==> src/sv/sal_pkg.sv <==
// Package with the shared constants, payload types and control struct of the shifting array list.
package sal_pkg;

    localparam int DEPTH       = 64;
    localparam int DATA_W      = 32;
    localparam int OP_W        = 3;
    localparam int IDX_FIELD_W = 7;
    localparam int LEN_FIELD_W = 7;
    localparam int LEN_W       = $clog2(DEPTH + 1);
    localparam int CMP_W       = (LEN_W > IDX_FIELD_W) ? LEN_W : IDX_FIELD_W;
    localparam int GROUP_SIZE  = 32;
    localparam int NUM_GROUPS  = (DEPTH + GROUP_SIZE - 1) / GROUP_SIZE;

    localparam logic [OP_W-1:0] OP_READ   = 3'd0;
    localparam logic [OP_W-1:0] OP_WRITE  = 3'd1;
    localparam logic [OP_W-1:0] OP_INSERT = 3'd2;
    localparam logic [OP_W-1:0] OP_REMOVE = 3'd3;
    localparam logic [OP_W-1:0] OP_RESIZE = 3'd4;

    typedef logic [CMP_W-1:0] cmp_t;
    typedef logic [LEN_W-1:0] len_t;

    typedef struct packed {
        logic [OP_W-1:0]        op;
        logic [IDX_FIELD_W-1:0] index_or_length;
        logic signed [DATA_W-1:0] value;
    } sal_req_t;

    typedef struct packed {
        logic signed [DATA_W-1:0] read_value;
        logic [LEN_FIELD_W-1:0]   list_length;
        logic                     error;
    } sal_rsp_t;

    typedef struct packed {
        logic load_new;
        logic take_lower;
        logic take_upper;
        logic clear;
        logic sel;
    } sal_cell_ctrl_t;

endpackage

==> src/sv/sal_cell.sv <==
// One storage cell of the list chain, which loads, shifts from a neighbour or clears its entry.
module sal_cell
    import sal_pkg::*;
(
    input  logic                     clk,
    input  logic                     rst_n,
    input  sal_cell_ctrl_t           ctrl,
    input  logic signed [DATA_W-1:0] new_value,
    input  logic signed [DATA_W-1:0] lower,
    input  logic signed [DATA_W-1:0] upper,
    output logic signed [DATA_W-1:0] data,
    output logic signed [DATA_W-1:0] sel_data
);

    logic signed [DATA_W-1:0] data_reg;
    logic signed [DATA_W-1:0] data_next;

    always_comb
    begin
        data_next = data_reg;
        if (ctrl.load_new)
        begin
            data_next = new_value;
        end
        else if (ctrl.take_lower)
        begin
            data_next = lower;
        end
        else if (ctrl.take_upper)
        begin
            data_next = upper;
        end
        else if (ctrl.clear)
        begin
            data_next = '0;
        end
    end

    always_ff @(posedge clk or negedge rst_n)
    begin
        if (!rst_n)
        begin
            data_reg <= '0;
        end
        else
        begin
            data_reg <= data_next;
        end
    end

    assign data     = data_reg;
    assign sel_data = ctrl.sel ? data_reg : '0;

endmodule
==> config.mk <==
export PLATFORM = sky130hd
export DESIGN_NAME = sal_cell
export DESIGN_NICKNAME = d
export VERILOG_FILES = /design/src/sv/sal_pkg.sv /design/src/sv/sal_cell.sv
export SDC_FILE = /design/constraint.sdc
export NUM_CORES = 1
export LEC_CHECK = 0
export ABC_AREA = 1
export ABC_CLOCK_PERIOD_IN_PS = 800
export BUFFER_PORTS_ARGS = -buffer_cell sky130_fd_sc_hd__buf_2
export CELL_PAD_IN_SITES_DETAIL_PLACEMENT = 1
export CELL_PAD_IN_SITES_GLOBAL_PLACEMENT = 1
export CORE_MARGIN = 1.5
export CORE_UTILIZATION = 24
export DETAILED_ROUTE_END_ITERATION = 16
export MAX_ROUTING_LAYER = met4
export PLACE_DENSITY = 0.82
export SLEW_MARGIN = 20
export SYNTH_ARGS = -nofsm -noshare
export SYNTH_HDL_FRONTEND = slang
export SYNTH_SLANG_ARGS = --single-unit
==> constraint.sdc <==
create_clock -name clk -period 0.8 [get_ports clk]
set_clock_uncertainty 0.2 [all_clocks]
set_input_delay 0 -clock clk [delete_from_list [all_inputs] [get_ports clk]]
set_output_delay 0 -clock clk [all_outputs]
set_load 0.1 [all_outputs]
## After elaboration in Yosys (flattened, before gate mapping)

Cells that the tools add are included.

| storage, ports and cells | value |
|---|---|
| bits in registers | 32 |
| bits of input ports | 103 |

| operators by class | value |
|---|---|
| reduce and logical (&&, ||, !) cells | 1 |
| muxes and demuxes | 5 |

Operators by type and width:

| operator | count |
|---|---|
| two-way mux 32 bit | 5 |
| nonzero test 4 bit | 1 |

## Depth between registers and ports, before layout

Gate-level depths: netlist of the first run.

| logic depth | value |
|---|---|
| depth in word-level cells | 4 |
| depth in mapped cells | 7 |
| depth with buffers taken out | 5 |

## Worst setup path after synthesis of the first run

No wires, ideal clock.

| timing path | value |
|---|---|
| path kind | flip-flop to output port |
| from | reg data_reg[0] (netlist: data[0]) |
| to | out sel_data[0] |
| slack | -1,045 ps |
| stages on the path, launching flop included | 3 |
| data required time | 600 ps |
| buffers on the path | 0 |
| arrival time | 1,645 ps |
| path through | dfrtp_1 > nand2_1 > inv_1 |

| on the way | value |
|---|---|
| word-level cells in the longest chain between the ends | 1 |

RTL lines:

| element | line | RTL |
|---|---|---|
| from (decl) | sal_cell.sv:15 | `logic signed [DATA_W-1:0] data_reg;` |
| from (signal assigned) | sal_cell.sv:47 | `data_reg <= data_next;` |
| two-way mux 32 bit | sal_cell.sv:52 | `assign sel_data = ctrl.sel ? data_reg : '0;` |
| to (decl) | sal_cell.sv:12 | `output logic signed [DATA_W-1:0] sel_data` |

No other way between the ends.

## Final worst setup path of the first run

| timing path | value |
|---|---|
| from | reg data_reg[27] (netlist: data[27]) |
| to | out sel_data[27] |

Same word-level chain as after synthesis.

==> flow_summary_export.csv, run 1 <==
group,metric,value,unit
die,coreArea,9819,µm²
setup_path,timing.critical_path.from_type,"flop",
sta,post-route-period-util,168.5,%
finish,post_route_cells_drive_above_1_share,64.24,%
setup_path,critical_path.endpoint_type,"output port",
finish,finish.net_count,693,
setup_path,number_of_buffer_and_inverter_stages_on_the_critical_path,2,
setup_path,slowest_delay,0.51,ns
clocking,clock_tree.root_cell,"clkbuf_8",
finish,final_core_utilization,58.01,%
place,gpl.final_weighted_congestion,0.7558,
synth,synth.yosys.warnings,0,
synth,synth_top_area_share,32.72,%
status,violations,"negative hold slack, negative setup slack",
route,detail_route.first_pass.iterations,4,
synth,avg_cell_area_syn,6.407,µm²
die,rows,36,
global_routing,antenna_violations_before_repair,0,
finish,largest_reg_flops,32,
synth,post_synth_instance_area,2447,µm²
power,cellLeakagePower,2.721,nW
sta,timing_worst_slew_pin_value,0.2415,ns
clocking,cts.sink_count,32,
clocking,cts.reportedPaths.clkPinSlew,0.07,ns
setup_path,cpMaxStageDelayCell,"dfrtp_4",
route,route.detailed.drc,0,
clocking,worst_skew_pair.late_latency,0.28,ns
finish,post_layout_nonfiller_instances,723,
synth,yosysUniqueCellTypes,14,
clocking,cts_tree,"yes",
place,buffer_ports.inserted,166,
clocking,buffers_from_clock_root_to_sink_at_most,2,
synth,synth_top_area_cell,"dfrtp_1",
place,placedCellCount,703,
finish,postLayoutCellArea,5697,µm²
run,maxCapViolCount,0,
setup_path,cp_cell_sequence,"nand2_4, clkinvlp_4, buf_12",
status,status,"finished with violations",
die,fp.dieH,104.0,µm
sta,final_number_of_max_transition_violations,0,
route,vias,3309,
sta,hold_viol_final,32,
global_routing,grt_pass1_vias,3740,
die,die_width,104.0,µm
clocking,ctsHtreeMaxLevel,2,
power,vdd_drop_max,0.0006254,V
route,post_route_ant_nets,0,
place,placed_area,5170,µm²
route,detail_route.iter0.violations,54,
die,design.die.area,10810,µm²
sta,timing.final.crit_period,1.348,ns
route,detail_route.vias_per_cell,4.577,
power,cellPowerDensity,1555,nW/µm²
sta,finalSetupViolations,96,
global_routing,grtUsageTotal,22.63,%
synth,ys_seq_elements,32,
sta,rsz0062_at_grt,"yes",
die,initial_cell_density_of_the_core,24.92,%
global_routing,globalRoute.totalOverflow,0,
hold_path,hold_path.class,"in2reg",
sta,fmaxAchievable,741.7,MHz
synth,synthesis.nets,485,
sta,timing.final.ws_setup,-0.5483,ns
finish,num_antenna_cells,0,
die,ioPinCount,167,
global_routing,grt_first_pass_wirelength,19010,µm
setup_path,timing_worst_setup_path_type,"reg2out",
sta,worst_hold_slack,-0.2052,ns
setup_path,crit_family,"flip-flops",
synth,synth.yosys.seq_area_share,32.72,%
route,post_drt_wl_per_cell,16.85,µm
sta,max_slew_margin,83.90,%
setup_path,crit_path_max_fanout,3,
global_routing,grt_start_max_net_pins,33,
synth,ys_top_cells_by_area,"dfrtp_1 33%, nand2_1 25%, nand3_1 13%",
route,drt-total-wl,12180,µm
clocking,cts-buffers-inserted,5,
place,place_hpwl,9134,µm
finish,area_growth_syn_to_layout,132.8,%
clocking,cts.hold.buffers_added,1,
synth,postSynthCellCount,382,
setup_path,worst-endpoint-required,0.60,ns
setup_path,arrival,1.15,ns
[where the power goes]
part	switching, mW	internal [mW]	total [mW]	leakage, nW
registers	0.263	1.87	2.13	0.342
clock network	0.638	0.768	1.41	0.0503
logic	3.25	2.07	5.32	2.33
total	4.16	4.70	8.86	2.72
[worst min-delay path, stage by stage]
cell and delay, ns:
buf_2 0.08, inv_1 0.03, nand2_1 0.04, nand2_1 0.05, nand2_1 0.04
[kinds of logic after synthesis]
kind of cell | share of synthesized area, %
AOI/OAI and AO/OA | 8.078
buffers and inverters | 20.65
DFF | 32.72
and+or+nand+nor | 38.55
[per-layer routing]
| layer | vias to the layer above | share of wire, % | GRT usage [%] |
|---|---|---|---|
| li1 | 1573 | - | - |
| met1 | 1601 | 37 | 23.35 |
| met2 | 117 | 57 | 43.80 |
| met3 | 18 | 4.0 | 3.133 |
| met4 | 0 | 2.3 | 7.242 |
| met5 | - | 0 | - |
[final cells by class]
cell class                 count  area (µm²)
sequential                    32       920.9
clock buffer                   7       96.34
timing repair buffer         228        2595
inverter                      65       364.1
multi-input combinational    258        1554
fill                        1169        4123
tap                          133       166.4
[synth_stat cells]
cell type and instances:
buf_12 2, a21oi_2 10, buf_8 1, inv_2 1, nand3_1 64, a21oi_1 22, inv_1 64, buf_6 10
clkbuf_8 1, buf_4 6, nand2_1 160, dfrtp_1 32, nor2_4 2, buf_2 7
[layout by cell type, fill, tap and decap left out]
master / synthesis / layout
dfrtp_4: 0 / 32
dlygate4sd3_1: 0 / 1
buf_12: 2 / 78
buf_4: 6 / 6
clkbuf_8: 1 / 7
a21oi_1: 22 / 22
nor2_4: 2 / 2
clkinvlp_4: 0 / 32
nand3_1: 64 / 34
nand3_2: 0 / 29
buf_6: 10 / 42
inv_2: 1 / 1
a21oi_2: 10 / 10
inv_1: 64 / 32
nand2_2: 0 / 6
buf_2: 7 / 101
nand2_1: 160 / 122
nand2_4: 0 / 32
nand3_4: 0 / 1
[repair_timing]
item / 4_1_cts / 5_1_grt
gates resized for setup: 59 / 21
endpoints found under the setup margin: 96 / 96
buffers inserted: 3 / 10
pin swaps: 49 / 20
hold endpoints to repair: 64 / 32
[final timing paths]
kind | startpoint | endpoint | slack, ns | cells past startpoint
min in group asynchronous | rst_n | data[20] | 0.04 | 3
hold reg to reg | data[13] | data[13] | 0.39 | 2
setup reg to reg | data[3] | data[3] | -0.26 | 3
setup / recovery | data[27] | sel_data[27] | -0.55 | 3
max in group asynchronous | rst_n | data[0] | 0.15 | 3
hold / removal | new_value[6] | data[6] | -0.21 | 5
[metrics by stage]
step / power, mW / TNS [ns] / setup WS, ns / hold slack [ns]
after floorplan: 4.992 / -26.60 / -0.5218 / -0.4956
after global placement: 7.022 / -17.96 / -0.2343 / -0.2267
after detailed placement: 7.152 / -19.75 / -0.2538 / -0.2090
after CTS: 8.759 / -37.17 / -0.5468 / -0.2097
after global routing: 9.174 / -40.09 / -0.5858 / -0.1827
final: 8.858 / -37.53 / -0.5483 / -0.2052
Power figures use the tool's default switching activity.
==> run 2: changes to the inputs <==
- ABC_AREA: 1 -> unset
- CELL_PAD_IN_SITES_GLOBAL_PLACEMENT: 1 -> 2
- CORE_UTILIZATION: 24 -> 17
==> run 2 against run 1 <==
Synthesized cell count shrank 44%. Area after synthesis is 22% lower. Combinational power is 8.1% lower. The flow still finishes with violations (negative hold slack, negative setup slack). Count of clock-buffer cells in the layout did not move. Critical path type unchanged. Routed wire length is 24% lower. Clock power is 40% higher.
==> flow_summary_export.csv, run 2 <==
group,metric,value,unit
sta,timing.final.crit_period,1.286,ns
global_routing,grt_first_pass_wirelength,13550,µm
global_routing,globalRoute.totalOverflow,0,
setup_path,critical_path.endpoint_type,"output port",
synth,ys_top_cells_by_area,"dfrtp_1 42%, a221oi_1 14%, and2_1 10%",
finish,post_route_cells_drive_above_1_share,81.78,%
sta,final_number_of_max_transition_violations,0,
hold_path,hold_path.class,"in2reg",
sta,hold_viol_final,32,
clocking,cts-buffers-inserted,5,
route,vias,2535,
synth,ys_top_cells_by_count,"32 x and2_1, 32 x dfrtp_1, 32 x nand2_1, 32 x nor2b_1, 31 x a221oi_1",
sta,max_slew_margin,76.22,%
status,status,"finished with violations",
power,cellLeakagePower,2.214,nW
route,route.detailed.drc,0,
clocking,ctsHtreeMaxLevel,2,
power,vdd_drop_max,0.0008090,V
setup_path,worst-endpoint-required,0.60,ns
route,post_route_ant_nets,0,
power,power.switching,3.709,mW
clocking,cts_tree,"yes",
power,total_internal_power,5.227,mW
synth,post_synth_and_or_nand_nor_area_fraction,28.59,%
setup_path,timing_worst_setup_path_type,"reg2out",
finish,largest_reg_flops,32,
sta,post-route-period-util,160.8,%
setup_path,crit_path_max_fanout,3,
setup_path,arrival,1.09,ns
power,swShare,41.51,%
place,pre_cts_slack,-0.4227,ns
die,design.die.area,11920,µm²
finish,mostFrequentLayoutCell,"buf_2",
die,initial_cell_density_of_the_core,17.53,%
die,die_width,109.2,µm
synth,synth-async-reset-ratio,100.0,%
synth,synthesis.nets,318,
synth,synth.yosys.seq_area_share,41.78,%
synth,synth_top_area_cell,"dfrtp_1",
synth,postSynthCellCount,215,
finish,finish.net_count,531,
die,coreArea,10940,µm²
synth,synth_top_family_by_area,"simple AND/OR/NAND/NOR gates",
power,power.clock.fraction,22.1,%
clocking,cts.hold.buffers_added,1,
synth,synth_xor_area_share,0,%
synth,post_synth_instance_area,1917,µm²
setup_path,slowest_delay,0.50,ns
sta,timing.final.ws_setup,-0.4860,ns
power,power.share.sequential,23.1,%
die,fp.dieH,109.2,µm
place,gpl.final_weighted_congestion,0.7042,
sta,fmaxAchievable,777.6,MHz
clocking,worst_skew_pair.late_latency,0.27,ns
place,buffer_ports.inserted,166,
route,drt-total-wl,9244,µm
status,violations,"negative hold slack, negative setup slack",
clocking,buffers_from_clock_root_to_sink_at_most,2,
power,cellPowerDensity,1763,nW/µm²
synth,mux_contribution_to_synthesized_area,0,%
setup_path,cpMaxStageDelayCell,"dfrtp_4",
clocking,cts.sink_count,32,
synth,synth_top_area_share,41.78,%
die,rows,38,
route,detail_route.vias_per_cell,4.463,
global_routing,grt_pass1_vias,2759,
setup_path,timing.critical_path.from_type,"flop",
synth,synth-compound-area-share,23.83,%
route,post_drt_wl_per_cell,16.27,µm
power,combPwrFrac,54.8,%
clocking,cts.reportedPaths.clkPinSlew,0.05,ns
global_routing,grt_start_max_net_pins,33,
synth,dominantRegCellSynth,"dfrtp_1",
sta,timing_worst_slew_pin_value,0.3567,ns
finish,num_antenna_cells,0,
die,ioPinCount,167,
global_routing,antenna_violations_before_repair,0,
clocking,clock_tree.root_cell,"clkbuf_16",
place,place_hpwl,7151,µm
run,maxCapViolCount,0,
synth,avg_cell_area_syn,8.916,µm²
sta,finalSetupViolations,96,
sta,rsz0062_at_grt,"yes",
synth,post_synth_fa_ha_maj_area_fraction,0,%
global_routing,grtUsageTotal,15.06,%
finish,most_used_cells_in_the_layout_excluding_fill_and_tap_cells,"99 x buf_2, 72 x buf_12, 46 x buf_6, 32 x and2_4, 32 x dfrtp_4",
synth,synth.yosys.warnings,0,
route,detail_route.iter0.violations,48,
finish,area_growth_syn_to_layout,164.4,%
sta,worst_hold_slack,-0.2304,ns
synth,synth_edf_count,0,
route,detail_route.first_pass.iterations,4,
synth,ys_seq_elements,32,
synth,yosysUniqueCellTypes,15,
setup_path,cp_cell_sequence,"and2_4, buf_12",
[run 2: cell count changes after synthesis, moves of 3 or more]
cell | previous run | this run
a21oi_1 | 22 | 1
a21oi_2 | 10 | 0
a221oi_1 | 0 | 31
and2_1 | 0 | 32
buf_4 | 6 | 0
buf_6 | 10 | 4
clkbuf_1 | 0 | 11
inv_1 | 64 | 0
nand2_1 | 160 | 32
nand3_1 | 64 | 0
nor2b_1 | 0 | 32
o21ai_1 | 0 | 28
o21ai_2 | 0 | 3
[run 2: logic make-up (layout without fill, tap and decap cells)]
logic type      Yosys count  count (layout)
buf+inv                  20             233
simple gates             98              98
compound gates           65              65
flops                    32              32
[run 2: stage by stage]
stage / util, % / TNS (ns) / power [mW] / instances / area, µm²
floorplan: - / -21.26 / 4.591 / 215 / 2117
global placement: 40.13 / -22.11 / 6.542 / 546 / 4388
detailed placement: 40.13 / -23.62 / 6.623 / 546 / 4388
CTS: 43.38 / -34.59 / 8.831 / 558 / 4743
global route: 46.35 / -37.47 / 9.257 / 568 / 5069
finish: 46.35 / -34.78 / 8.936 / 568 / 5069
[run 2: repair_timing]
action	4_1_cts	5_1_grt
setup buffers	4	9
endpoints found under the setup margin	96	96
pin swaps	32	8
gates resized for setup	46	65
hold endpoints to repair	64	32
cloned	0	2
[run 2: worst max-delay path: cells and delay by family, from the launching register on]
family / cells / cell delay, ns
flip-flops: 1 / 0.50
AND/OR/NAND/NOR: 1 / 0.16
buffers and inverters: 1 / 0.16
[run 2: routing by layer]
| layer | vias up | part of all wire [%] | global-route usage, % |
|---|---|---|---|
| met5 | - | 0 | - |
| met4 | 0 | 0.58 | 3.525 |
| met3 | 4 | 5.9 | 2.929 |
| met2 | 113 | 54 | 26.74 |
| met1 | 1233 | 39 | 17.46 |
| li1 | 1185 | - | - |
[run 2: final timing paths]
check | end | cells past startpoint | start | slack [ns]
max | sel_data[20] | 2 | data[20] | -0.49
min | data[26] | 3 | new_value[26] | -0.23
max reg2reg | data[30] | 2 | data[30] | -0.31
min reg2reg | data[8] | 2 | data[8] | 0.35
max in group asynchronous | data[17] | 3 | rst_n | 0.11
min in group asynchronous | data[1] | 3 | rst_n | 0.04
[run 2: cell type report]
cell class | instances | area [µm²]
clock buffers | 7 | 152.6
fillers | 1190 | 5867
multi-input cells | 163 | 1270
flip-flops and latches | 32 | 920.9
well taps | 140 | 175.2
repair buffers | 226 | 2550
[run 2: power by group through the flow]
stage               Sequential, mW  Clock [mW]  Combinational (mW)
global route                  2.09        2.10                5.07
floorplan                     3.14           0                1.45
finish                        2.06        1.98                4.89
detailed placement            2.04           0                4.58
global placement              2.03           0                4.52
CTS                           2.04        2.06                4.73
